$ cat config.mk
export PLATFORM = sky130hd
export DESIGN_NAME = filtered_message_queue
export DESIGN_NICKNAME = d
export VERILOG_FILES = /design/src/sv/fmq_pkg.sv /design/src/sv/fmq_ctrl.sv /design/src/sv/fmq_datapath.sv /design/src/sv/filtered_message_queue.sv
export VERILOG_INCLUDE_DIRS = /design/src /design/src/sv
export SDC_FILE = /design/constraint.sdc
export NUM_CORES = 1
export LEC_CHECK = 0
export BUFFER_PORTS_ARGS = -buffer_cell sky130_fd_sc_hd__clkbuf_2
export CAP_MARGIN = 30
export CORE_MARGIN = 2
export CORE_UTILIZATION = 39
export CTS_CLUSTER_SIZE = 24
export DETAILED_ROUTE_END_ITERATION = 10
export SLEW_MARGIN = 20
export SYNTH_ARGS = -nofsm -noshare
export SYNTH_HDL_FRONTEND = slang
export SYNTH_SLANG_ARGS = --single-unit
export TNS_END_PERCENT = 20
$ cat constraint.sdc
create_clock -name clock -period 4.75 [get_ports clock]
set_clock_uncertainty 0.05 [all_clocks]
set_input_delay 0.2375 -clock clock [delete_from_list [all_inputs] [get_ports clock]]
set_output_delay 0.2375 -clock clock [all_outputs]
set_load 0.05 [all_outputs]
$ cat src/sv/filtered_message_queue_assert.svh
// ----------------------------------------------------------------------------
// filtered_message_queue_assert.svh
// assertion macros for the filtered message queue datapath
// ----------------------------------------------------------------------------
`ifndef FILTERED_MESSAGE_QUEUE_ASSERT_SVH
`define FILTERED_MESSAGE_QUEUE_ASSERT_SVH

// generic form with explicit clock and reset
`define FMQ_ASSERT_CLK(lbl, clk, rst, prop, msg) \
   lbl: assert property (@(posedge clk) disable iff (rst) prop) else $error(msg);

// default form on the block clock and reset
`define FMQ_ASSERT(lbl, prop, msg) `FMQ_ASSERT_CLK(lbl, clock, reset, prop, msg)

`endif

$ cat src/sv/fmq_pkg.sv
// ----------------------------------------------------------------------------
// fmq_pkg
// types, codes and sizes shared by the filtered message queue
// ----------------------------------------------------------------------------
package fmq_pkg;

   localparam int DEPTH       = 16;
   localparam int SENDER_BITS = 8;

   localparam int CNT_W = $clog2(DEPTH + 1);
   localparam int IDX_W = $clog2(DEPTH);

   // fixed field widths of the ports
   localparam int MODE_W     = 2;
   localparam int PRIO_W     = 2;
   localparam int KIND_W     = 3;
   localparam int SENDER_W   = 8;
   localparam int STATUS_W   = 2;
   localparam int COUNT_W    = 5;

   localparam logic [CNT_W-1:0] DEPTH_CNT = CNT_W'(DEPTH);

   localparam logic [MODE_W-1:0] MODE_ADD   = 2'd0;
   localparam logic [MODE_W-1:0] MODE_COUNT = 2'd1;
   localparam logic [MODE_W-1:0] MODE_FETCH = 2'd2;

   localparam logic [STATUS_W-1:0] STAT_OK       = 2'd0;
   localparam logic [STATUS_W-1:0] STAT_FULL     = 2'd1;
   localparam logic [STATUS_W-1:0] STAT_NO_MATCH = 2'd2;

   typedef struct packed {
      logic [PRIO_W-1:0]      prio;
      logic [KIND_W-1:0]      kind;
      logic [SENDER_BITS-1:0] sender;
   } entry_type;

   typedef enum logic [0:0] {
      ST_IDLE,
      ST_COMMIT
   } state_type;

   // controller to datapath
   typedef struct packed {
      logic capture;
      logic commit;
   } cmd_type;

   // datapath to controller
   typedef struct packed {
      logic slot_free;
   } stat_type;

endpackage

$ cat src/sv/fmq_ctrl.sv
// ----------------------------------------------------------------------------
// fmq_ctrl
// sequencer: captures a transaction, then commits it into the queue
// ----------------------------------------------------------------------------
module fmq_ctrl (
   input  logic              clock,
   input  logic              reset,
   input  logic              req_valid,
   output logic              req_stall,
   input  fmq_pkg::stat_type stat,
   output fmq_pkg::cmd_type  cmd
);

   fmq_pkg::state_type state_ff;
   fmq_pkg::state_type state_in;

   always_ff @(posedge clock) begin
      if (reset) begin
         state_ff <= fmq_pkg::ST_IDLE;
      end else begin
         state_ff <= state_in;
      end
   end

   always_comb begin
      state_in = state_ff;
      unique case (state_ff)
         fmq_pkg::ST_IDLE: begin
            if (req_valid) begin
               state_in = fmq_pkg::ST_COMMIT;
            end
         end
         fmq_pkg::ST_COMMIT: begin
            if (stat.slot_free) begin
               state_in = fmq_pkg::ST_IDLE;
            end
         end
         default: begin
            state_in = fmq_pkg::ST_IDLE;
         end
      endcase
   end

   always_comb begin
      req_stall   = 1'b1;
      cmd.capture = 1'b0;
      cmd.commit  = 1'b0;
      unique case (state_ff)
         fmq_pkg::ST_IDLE: begin
            req_stall   = 1'b0;
            cmd.capture = req_valid;
         end
         fmq_pkg::ST_COMMIT: begin
            // hold until the result register can take the answer
            cmd.commit = stat.slot_free;
         end
         default: begin
            req_stall = 1'b1;
         end
      endcase
   end

endmodule

$ cat src/sv/fmq_datapath.sv
// ----------------------------------------------------------------------------
// fmq_datapath
// entry registers, parallel filter match, compaction and result register
// ----------------------------------------------------------------------------
`include "filtered_message_queue_assert.svh"

module fmq_datapath (
   input  logic                               clock,
   input  logic                               reset,
   input  fmq_pkg::cmd_type                   cmd,
   output fmq_pkg::stat_type                  stat,
   input  logic [fmq_pkg::MODE_W-1:0]         req_mode,
   input  logic [fmq_pkg::PRIO_W-1:0]         req_prio,
   input  logic                               req_prio_any,
   input  logic [fmq_pkg::KIND_W-1:0]         req_kind,
   input  logic                               req_kind_any,
   input  logic [fmq_pkg::SENDER_W-1:0]       req_sender_id,
   input  logic                               req_sender_any,
   output logic                               rsp_valid,
   input  logic                               rsp_stall,
   output logic [fmq_pkg::STATUS_W-1:0]       rsp_status,
   output logic [fmq_pkg::COUNT_W-1:0]        rsp_match_count,
   output logic [fmq_pkg::PRIO_W-1:0]         rsp_out_prio,
   output logic [fmq_pkg::KIND_W-1:0]         rsp_out_kind,
   output logic [fmq_pkg::SENDER_W-1:0]       rsp_out_sender,
   output logic [fmq_pkg::COUNT_W-1:0]        rsp_fill_level
);

   fmq_pkg::entry_type                 store_ff [fmq_pkg::DEPTH];
   fmq_pkg::entry_type                 store_in [fmq_pkg::DEPTH];
   logic [fmq_pkg::CNT_W-1:0]          count_ff;
   logic [fmq_pkg::CNT_W-1:0]          count_in;

   // captured transaction
   logic [fmq_pkg::MODE_W-1:0]         mode_ff;
   fmq_pkg::entry_type                 item_ff;
   logic [fmq_pkg::DEPTH-1:0]          match_ff;
   logic [fmq_pkg::DEPTH-1:0]          match_in;
   logic [fmq_pkg::DEPTH-1:0]          live_mask;
   logic [fmq_pkg::SENDER_BITS-1:0]    req_sender;

   // result register
   logic                               rsp_valid_ff;
   logic                               rsp_valid_in;
   logic [fmq_pkg::STATUS_W-1:0]       status_ff;
   logic [fmq_pkg::STATUS_W-1:0]       status_in;
   logic [fmq_pkg::COUNT_W-1:0]        hits_ff;
   logic [fmq_pkg::COUNT_W-1:0]        hits_in;
   fmq_pkg::entry_type                 out_ff;
   fmq_pkg::entry_type                 out_in;
   logic [fmq_pkg::COUNT_W-1:0]        fill_ff;

   logic [fmq_pkg::CNT_W-1:0]          hits;
   logic [fmq_pkg::IDX_W-1:0]          first_idx;
   logic                               found;
   logic                               full;
   logic                               do_add;
   logic                               do_fetch;

   assign req_sender = fmq_pkg::SENDER_BITS'(req_sender_id);

   // entries at and above the fill level are not part of the queue
   always_comb begin
      for (int i = 0; i < fmq_pkg::DEPTH; i++) begin
         live_mask[i] = (fmq_pkg::CNT_W'(i) < count_ff);
      end
   end

   always_comb begin
      for (int i = 0; i < fmq_pkg::DEPTH; i++) begin
         match_in[i] = live_mask[i]
                     & (req_prio_any   | (store_ff[i].prio   == req_prio))
                     & (req_kind_any   | (store_ff[i].kind   == req_kind))
                     & (req_sender_any | (store_ff[i].sender == req_sender));
      end
   end

   always_ff @(posedge clock) begin
      if (cmd.capture) begin
         mode_ff        <= req_mode;
         item_ff.prio   <= req_prio;
         item_ff.kind   <= req_kind;
         item_ff.sender <= req_sender;
         match_ff       <= match_in;
      end
   end

   // oldest match wins
   always_comb begin
      first_idx = '0;
      for (int i = fmq_pkg::DEPTH - 1; i >= 0; i--) begin
         if (match_ff[i]) begin
            first_idx = fmq_pkg::IDX_W'(i);
         end
      end
   end

   assign found    = |match_ff;
   assign hits     = fmq_pkg::CNT_W'($countones(match_ff));
   assign full     = (count_ff == fmq_pkg::DEPTH_CNT);
   assign do_add   = cmd.commit && (mode_ff == fmq_pkg::MODE_ADD) && !full;
   assign do_fetch = cmd.commit && (mode_ff == fmq_pkg::MODE_FETCH) && found;

   always_comb begin
      for (int i = 0; i < fmq_pkg::DEPTH; i++) begin
         store_in[i] = store_ff[i];
         if (do_add && (count_ff == fmq_pkg::CNT_W'(i))) begin
            store_in[i] = item_ff;
         end
      end
      // close the gap left by the fetched entry
      for (int i = 0; i < fmq_pkg::DEPTH - 1; i++) begin
         if (do_fetch && (fmq_pkg::IDX_W'(i) >= first_idx)) begin
            store_in[i] = store_ff[i + 1];
         end
      end
   end

   always_comb begin
      count_in = count_ff;
      if (do_add) begin
         count_in = count_ff + 1'b1;
      end else if (do_fetch) begin
         count_in = count_ff - 1'b1;
      end
   end

   always_ff @(posedge clock) begin
      for (int i = 0; i < fmq_pkg::DEPTH; i++) begin
         store_ff[i] <= store_in[i];
      end
   end

   always_ff @(posedge clock) begin
      if (reset) begin
         count_ff <= '0;
      end else begin
         count_ff <= count_in;
      end
   end

   always_comb begin
      status_in = fmq_pkg::STAT_OK;
      hits_in   = '0;
      out_in    = '0;
      case (mode_ff)
         fmq_pkg::MODE_ADD: begin
            if (full) begin
               status_in = fmq_pkg::STAT_FULL;
            end
         end
         fmq_pkg::MODE_COUNT: begin
            hits_in = fmq_pkg::COUNT_W'(hits);
         end
         fmq_pkg::MODE_FETCH: begin
            if (found) begin
               out_in = store_ff[first_idx];
            end else begin
               status_in = fmq_pkg::STAT_NO_MATCH;
            end
         end
         default: begin
            status_in = fmq_pkg::STAT_OK;
         end
      endcase
   end

   assign stat.slot_free = !rsp_valid_ff || !rsp_stall;

   always_comb begin
      rsp_valid_in = rsp_valid_ff && rsp_stall;
      if (cmd.commit) begin
         rsp_valid_in = 1'b1;
      end
   end

   always_ff @(posedge clock) begin
      if (reset) begin
         rsp_valid_ff <= 1'b0;
      end else begin
         rsp_valid_ff <= rsp_valid_in;
      end
   end

   always_ff @(posedge clock) begin
      if (cmd.commit) begin
         status_ff <= status_in;
         hits_ff   <= hits_in;
         out_ff    <= out_in;
         fill_ff   <= fmq_pkg::COUNT_W'(count_in);
      end
   end

   assign rsp_valid       = rsp_valid_ff;
   assign rsp_status      = status_ff;
   assign rsp_match_count = hits_ff;
   assign rsp_out_prio    = out_ff.prio;
   assign rsp_out_kind    = out_ff.kind;
   assign rsp_out_sender  = fmq_pkg::SENDER_W'(out_ff.sender);
   assign rsp_fill_level  = fill_ff;

   `FMQ_ASSERT(a_count_bound, count_ff <= fmq_pkg::DEPTH_CNT, "fill count beyond depth")
   `FMQ_ASSERT(a_match_live, cmd.commit |-> ((match_ff & ~live_mask) == '0), "match on dead entry")
   `FMQ_ASSERT(a_add_grows, do_add |=> (count_ff == $past(count_ff) + 1'b1), "add lost")
   `FMQ_ASSERT(a_fetch_shrinks, do_fetch |=> (count_ff == $past(count_ff) - 1'b1), "fetch lost")
   `FMQ_ASSERT(a_rsp_from_commit, $rose(rsp_valid_ff) |-> $past(cmd.commit), "stray response")

endmodule

$ cat src/sv/filtered_message_queue.sv
// a transaction is captured in the idle step and committed in the commit step, which registers the response
// the sequencer takes no new request until the commit step of the last one is done
// a stalled response holds the commit step; no new request is taken while it waits
// reset (synchronous, active high) empties the queue and drops any pending response
// ----------------------------------------------------------------------------
// filtered_message_queue
// mailbox queue with add, filtered count and filtered fetch of the oldest match
// ----------------------------------------------------------------------------
module filtered_message_queue (
   input  logic                               clock,
   input  logic                               reset,
   input  logic                               req_valid,
   output logic                               req_stall,
   input  logic [fmq_pkg::MODE_W-1:0]         req_mode,
   input  logic [fmq_pkg::PRIO_W-1:0]         req_prio,
   input  logic                               req_prio_any,
   input  logic [fmq_pkg::KIND_W-1:0]         req_kind,
   input  logic                               req_kind_any,
   input  logic [fmq_pkg::SENDER_W-1:0]       req_sender_id,
   input  logic                               req_sender_any,
   output logic                               rsp_valid,
   input  logic                               rsp_stall,
   output logic [fmq_pkg::STATUS_W-1:0]       rsp_status,
   output logic [fmq_pkg::COUNT_W-1:0]        rsp_match_count,
   output logic [fmq_pkg::PRIO_W-1:0]         rsp_out_prio,
   output logic [fmq_pkg::KIND_W-1:0]         rsp_out_kind,
   output logic [fmq_pkg::SENDER_W-1:0]       rsp_out_sender,
   output logic [fmq_pkg::COUNT_W-1:0]        rsp_fill_level
);

   fmq_pkg::cmd_type  cmd;
   fmq_pkg::stat_type stat;

   fmq_ctrl u_ctrl (
      .clock     (clock),
      .reset     (reset),
      .req_valid (req_valid),
      .req_stall (req_stall),
      .stat      (stat),
      .cmd       (cmd)
   );

   fmq_datapath u_datapath (
      .clock           (clock),
      .reset           (reset),
      .cmd             (cmd),
      .stat            (stat),
      .req_mode        (req_mode),
      .req_prio        (req_prio),
      .req_prio_any    (req_prio_any),
      .req_kind        (req_kind),
      .req_kind_any    (req_kind_any),
      .req_sender_id   (req_sender_id),
      .req_sender_any  (req_sender_any),
      .rsp_valid       (rsp_valid),
      .rsp_stall       (rsp_stall),
      .rsp_status      (rsp_status),
      .rsp_match_count (rsp_match_count),
      .rsp_out_prio    (rsp_out_prio),
      .rsp_out_kind    (rsp_out_kind),
      .rsp_out_sender  (rsp_out_sender),
      .rsp_fill_level  (rsp_fill_level)
   );

endmodule

==> run_results.csv, run 1 <==
group,metric,value,unit
status,status,"finished, final reports clean",
floorplanning,chipWidth,208,µm
layout,nets,1404,
critical_path,rrSetupSlack,0.73,ns
global_routing,grt_usage,0.236,
layout,final_common_cell,"edfxtp_1",
floorplanning,dieHeight,208,µm
clock_tree,cts_tree,"yes",
detailed_routing,met1_length,21500,µm
detailed_routing,drt-initial-drc-count,1167,
detailed_routing,drc,0,
logic_synthesis,syn_area_per_cell,12.3,µm²
timing,min_period_over_period,0.846,
placed_design,numPortBuffers,48,
detailed_routing,wl_per_cell,27.3,µm
clock_tree,clk_latency,0.59,ns
clock_tree,cts_root_buf,"clkbuf_16",
worst_hold_path,hold_path.class,"in2reg",
global_routing,grt_overflow,0,
placed_design,gp_congestion,0.934,
timing,hold_violations,0,
clock_tree,clkSinkCount,271,
floorplanning,core,0.0408,mm²
critical_path,critPathRequiredTime,5.01,ns
timing,fmax,0.249,GHz
detailed_routing,vias,11300,
detailed_routing,routed-wl-met3,4310,µm
detailed_routing,wl_met2,23600,µm
layout,n_fill_cell,3667,
logic_synthesis,synth_flop_cell,"edfxtp_1",
layout,fin_util,0.446,
logic_synthesis,netlist.area_leader.share,0.490,
critical_path,cp-start-kind,"register",
logic_synthesis,yosysTopAreaCell,"edfxtp_1",
logic_synthesis,synth_cell_types,63,
global_routing,antenna_found_initial,2,
critical_path,crit_path_end_kind,"register",
timing,fin_crit,4.02,ns
floorplanning,rows,74,
logic_synthesis,synth-edff-count,264,
layout,final_cell_mix,"edfxtp_1 (264), mux2_2 (185), xor2_1 (138)",
layout,drive_above_1_share,0.259,
global_routing,grt_pass1_vias,11200,
floorplanning,io_pins,49,
timing,relSlewSlack,0.378,
logic_synthesis,synthTopCellsByArea,"edfxtp_1 (49%), mux2_2 (13%), xor2_1 (7.5%), xnor2_1 (4.1%), mux2i_1 (2.5%)",
logic_synthesis,netlist_instances,1312,
layout,syn_to_final_growth,12.7,%
power,p_leak,6.28,nW
logic_synthesis,synth_nets,1372,
detailed_routing,highest_layer,"met5",
power,p_per_area,355,mW/mm²
logic_synthesis,synth_area,0.0162,mm²
floorplanning,die_area,0.0431,mm²
timing,fin_hold_ws,0.228,ns
global_routing,grt_max_degree,55,
timing,tns,0,ns
power,vdd_drop_max,230,µV
clock_tree,cts_buffer_depth,3,
power,total_power,6.48,mW
floorplanning,start_util,0.396,
global_routing,grt_pass1_wl,75800,µm
critical_path,crit_fanout,5,
timing,finalSetupViolCount,0,
clock_tree,htree_num_levels,1,
clock_tree,post_cts_buffers,0,
clock_tree,numCtsBuffers,30,
clock_tree,post_cts_resized,0,
run,cap_violations,0,
clock_tree,ctsHoldBuffers,6,
critical_path,crit_type,"reg2reg",
logic_synthesis,ys_warn_count,0,
detailed_routing,first_pass_iters,7,
logic_synthesis,ys_seq_area_frac,0.499,
clock_tree,clk_pin_slew,0.06,ns
timing,drv_slew,0,
detailed_routing,routed_wl,51900,µm
timing,tightestPinTransition,0.924,ns
logic_synthesis,async_reset_ff_frac,0,
placed_design,hpwlAfterDp,36000,µm
detailed_routing,antenna_left,0,
detailed_routing,via_per_inst,5.95,
logic_synthesis,ys_ff_latch,271,
critical_path,arrival,4.28,ns
timing,grt_setup_unrepaired,"false",
## flip-flops by register name (all words and copies together), names as in the netlist
| register | count |
|---|---|
| u_datapath.rsp_fill_level | 5 |
| u_datapath.rsp_status | 2 |
| u_datapath.rsp_out_sender | 8 |
| u_datapath.rsp_out_kind | 3 |
| u_datapath.rsp_out_prio | 2 |
| u_datapath.count_ff | 5 |
| u_datapath.store_ff | 208 |
| u_datapath.match_ff | 16 |
| u_datapath.rsp_valid | 1 |
| u_datapath.rsp_match_count | 5 |
| u_datapath.item_ff | 13 |
| u_ctrl.state_ff | 1 |
| u_datapath.mode_ff | 2 |
## metrics by stage
| step | worst slack, ns | std cells | area, µm² |
|---|---|---|---|
| CTS | 0.729 | 1897 | 18200 |
| floorplan | 0.934 | 1312 | 16200 |
| finish | 0.733 | 1901 | 18200 |
| global route | 0.552 | 1901 | 18200 |
| global placement | 0.813 | 1835 | 17000 |
| detailed placement | 0.735 | 1835 | 17000 |
## path summary, 6_finish.rpt
kind | endpoint | startpoint | depth (start not counted)
hold reg to reg | u_ctrl.state_ff | u_ctrl.state_ff | 2
hold / removal | u_datapath.item_ff[3] | req_sender_id[3] | 1
setup / recovery | u_datapath.rsp_match_count[3] | u_datapath.match_ff[12] | 13
setup reg to reg | u_datapath.rsp_match_count[3] | u_datapath.match_ff[12] | 13
## cells in the mapped netlist, types with 4 or more instances
| library cell | n |
|---|---|
| nor3_1 | 9 |
| xor2_1 | 138 |
| a21oi_1 | 46 |
| nand2b_1 | 4 |
| nor2b_1 | 8 |
| or2_2 | 5 |
| nor2_1 | 34 |
| o21bai_1 | 4 |
| nand3_1 | 20 |
| o21ai_0 | 56 |
| a2111oi_0 | 7 |
| inv_1 | 44 |
| buf_2 | 20 |
| fa_1 | 11 |
| nand2_1 | 53 |
| o21ai_1 | 5 |
| mux2i_1 | 40 |
| buf_1 | 7 |
| xnor2_1 | 75 |
| mux2_1 | 9 |
| a221o_1 | 6 |
| a31oi_1 | 18 |
| a22oi_1 | 6 |
| ha_1 | 27 |
| o21a_1 | 7 |
| o22ai_1 | 7 |
| nor4_1 | 41 |
| edfxtp_1 | 264 |
| a221oi_1 | 36 |
| clkbuf_1 | 61 |
| mux2_2 | 185 |
| dfxtp_1 | 7 |
| buf_4 | 5 |
## worst max-delay path, cell delays in order (launching register included)
cell	delay (ns)
edfxtp_1	0.43
inv_1	0.07
ha_1	0.31
fa_1	0.50
inv_1	0.06
fa_1	0.52
inv_1	0.05
fa_1	0.41
fa_1	0.53
ha_1	0.18
inv_1	0.06
fa_1	0.37
xor2_1	0.16
nor2_1	0.05
## where the power goes
part           switching, mW  internal [mW]
clock                  0.998           1.57
sequential             0.126           2.76
combinational          0.624          0.397
total                   1.75           4.73
## layer usage
| metal | GRT usage | up-vias |
|---|---|---|
| met2 | 0.369 | 538 |
| li1 | - | 4952 |
| met5 | 0 | - |
| met3 | 0.0551 | 121 |
| met4 | 0.108 | 2 |
| met1 | 0.311 | 5691 |
## cell type report
cell class | instances | area, µm² | share of cell area
multi-input cells | 902 | 7560 | 0.415
clock inverters | 15 | 211 | 0.0116
well taps | 532 | 666 | 0.0365
clock buffers | 41 | 885 | 0.0486
diodes | 1 | 2.50 | 0.000137
flip-flops and latches | 271 | 8070 | 0.443
inverters | 44 | 165 | 0.00907
repair buffers | 95 | 661 | 0.0363
## cells by family after synthesis
family | share of synthesized area
xor+xnor | 0.115
flops | 0.499
compound gates | 0.0946
simple gates | 0.0608
buf+inv | 0.0359
fa+ha+maj | 0.0345
mux | 0.160
No activity file was read; power rests on OpenSTA's default activity.
==> inputs of run 2 (changes only) <==
Clock period 4.75 ns to 3.37 ns, I/O delays scaled along.
==> run 2 against run 1 <==
The run now ends with negative setup slack left. Setup slack lost 1.2 ns. Die area is the same. Cell count grew 4.6%.
==> run_results.csv, run 2 (same netlist as run 1, synthesis figures left out) <==
group,metric,value,unit
status,status,"finished with violations",
status,violations,"negative setup slack",
layout,stdcell_area,0.0195,mm²
placed_design,hpwlAfterDp,37000,µm
clock_tree,clk_pin_slew,0.06,ns
detailed_routing,drt-initial-drc-count,1207,
detailed_routing,drc,0,
timing,finalSetupViolCount,190,
critical_path,arrival,4.11,ns
critical_path,rrSetupSlack,-0.47,ns
floorplanning,io_pins,49,
detailed_routing,vias,11600,
detailed_routing,wl_per_cell,26.2,µm
clock_tree,cts_tree,"yes",
timing,tightestPinTransition,0.787,ns
floorplanning,core,0.0408,mm²
critical_path,crit_end,"u_datapath.rsp_match_count[2]",
global_routing,grt_pass1_vias,11700,
critical_path,crit_path_end_kind,"register",
global_routing,grt_usage,0.232,
global_routing,grt_overflow,0,
critical_path,reg2reg_from,"u_datapath.match_ff[9]",
placed_design,dpl-instance-area,0.0175,mm²
timing,drv_slew,0,
floorplanning,chipWidth,208,µm
placed_design,numPortBuffers,48,
layout,top_regs,"u_datapath.store_ff: 208 flops, u_datapath.match_ff: 16 flops, u_datapath.item_ff: 13 flops",
floorplanning,rows,74,
timing,fmax,0.260,GHz
global_routing,antenna_found_initial,0,
timing,min_period_over_period,1.14,
layout,diodes,0,
layout,largest_register_ffs,208,
critical_path,slowest_delay,0.56,ns
global_routing,grt_max_degree,39,
critical_path,cp-start-kind,"register",
critical_path,crit_type,"reg2reg",
detailed_routing,antenna_left,0,
layout,drive_above_1_share,0.332,
floorplanning,dieHeight,208,µm
clock_tree,clk_latency,0.60,ns
detailed_routing,first_pass_iters,5,
floorplanning,die_area,0.0431,mm²
critical_path,critPathSlowestCell,"fa_1",
power,p_leak,6.88,nW
critical_path,cp-startpoint,"u_datapath.match_ff[9]",
critical_path,critPathRequiredTime,3.64,ns
placed_design,gp_congestion,0.876,
clock_tree,htree_num_levels,1,
global_routing,grt_pass1_wl,75700,µm
timing,tns,-26.79,ns
critical_path,reg2reg_to,"u_datapath.rsp_match_count[2]",
timing,setup_ws,-0.474,ns
critical_path,r2r_cells,12,
clock_tree,cts_root_buf,"clkbuf_16",
layout,syn_to_final_growth,20.5,%
floorplanning,start_util,0.396,
layout,final_common_cell,"edfxtp_1",
detailed_routing,routed_wl,52100,µm
timing,fin_crit,3.84,ns
clock_tree,clkSinkCount,271,
timing,relSlewSlack,0.476,
timing,hold_violations,0,
layout,final_cell_mix,"edfxtp_1 (264), mux2_2 (160), xor2_1 (138)",
clock_tree,numCtsBuffers,30,
clock_tree,cts_buffer_depth,3,
layout,top_register,"u_datapath.store_ff",
run,cap_violations,0,
detailed_routing,via_per_inst,5.83,
power,vdd_drop_max,276,µV
worst_hold_path,hold_path.class,"in2reg",
critical_path,crit_fanout,3,
layout,nets,1493,
timing,grt_setup_unrepaired,"true",
power,p_per_area,482,mW/mm²
critical_path,path_cells,"inv_2 -> ha_4 -> fa_1 -> inv_1 -> fa_2 -> inv_2 -> fa_2 -> fa_1 -> ha_4 -> inv_2 -> fa_2 -> nor2_1",
==> run 2: repair_timing <==
action	CTS	global route
hold buffers	9	0
endpoints found under the setup margin	5	230
resized for setup	43	101
endpoints found under the hold margin	11	0
gates cloned	0	4
buffers inserted	15	24
pin swaps	11	14
==> run 2: report_power, final <==
group / leakage [nW] / switching [mW] / internal [mW]
combinational: 3.88 / 0.982 / 0.728
sequential: 2.49 / 0.160 / 3.89
clock: 0.516 / 1.43 / 2.20
==> run 2: worst min-delay path by stage <==
stage | from | to | slack, ns | depth (start not counted)
finish | req_sender_id[3] | u_datapath.item_ff[3] | 0.04 | 2
global route | req_sender_id[3] | u_datapath.item_ff[3] | 0.05 | 2
CTS | req_sender_id[3] | u_datapath.item_ff[3] | 0.02 | 2
detailed placement | req_mode[0] | u_datapath.mode_ff[0] | 0.30 | 1
global placement | req_mode[1] | u_datapath.mode_ff[1] | 0.30 | 1
floorplan | reset | u_datapath.count_ff[1] | 0.19 | 1
==> run 2: area by class of cell <==
cell class | count | area (µm²)
Multi-Input combinational cell | 903 | 7960
Clock buffer | 41 | 835
Inverter | 44 | 165
Clock inverter | 15 | 246
Fill cell | 3523 | 21300
Sequential cell | 271 | 8070
Timing Repair Buffer | 183 | 1550
Tap cell | 532 | 666
==> run 2: metrics by stage <==
stage	utilization	total power, mW	hold WS [ns]	setup WS [ns]	std cells
floorplan	-	5.08	0.188	-0.360	1312
CTS	0.464	9.27	0.0193	-0.450	1967
global route	0.477	9.69	0.0517	-0.591	1989
finish	0.477	9.39	0.0440	-0.474	1989
detailed placement	0.428	5.60	0.299	-0.502	1887
global placement	0.428	5.57	0.298	-0.444	1887
==> run 2: metal layers <==
| layer | GRT usage | part of all wire | vias up |
|---|---|---|---|
| met5 | 0 | 0 | - |
| met2 | 0.381 | 0.48 | 507 |
| met4 | 0.0824 | 0.035 | 0 |
| met3 | 0.0340 | 0.071 | 97 |
| li1 | - | - | 5122 |
| met1 | 0.313 | 0.42 | 5862 |
==> run 2: critical path, delay by kind of cell, from the launching register on <==
kind,cells,cell delay [ns]
flip-flops,1,0.44
adder cells (fa/ha/maj),7,2.82
buffers and inverters,4,0.25
AND/OR/NAND/NOR,1,0.03
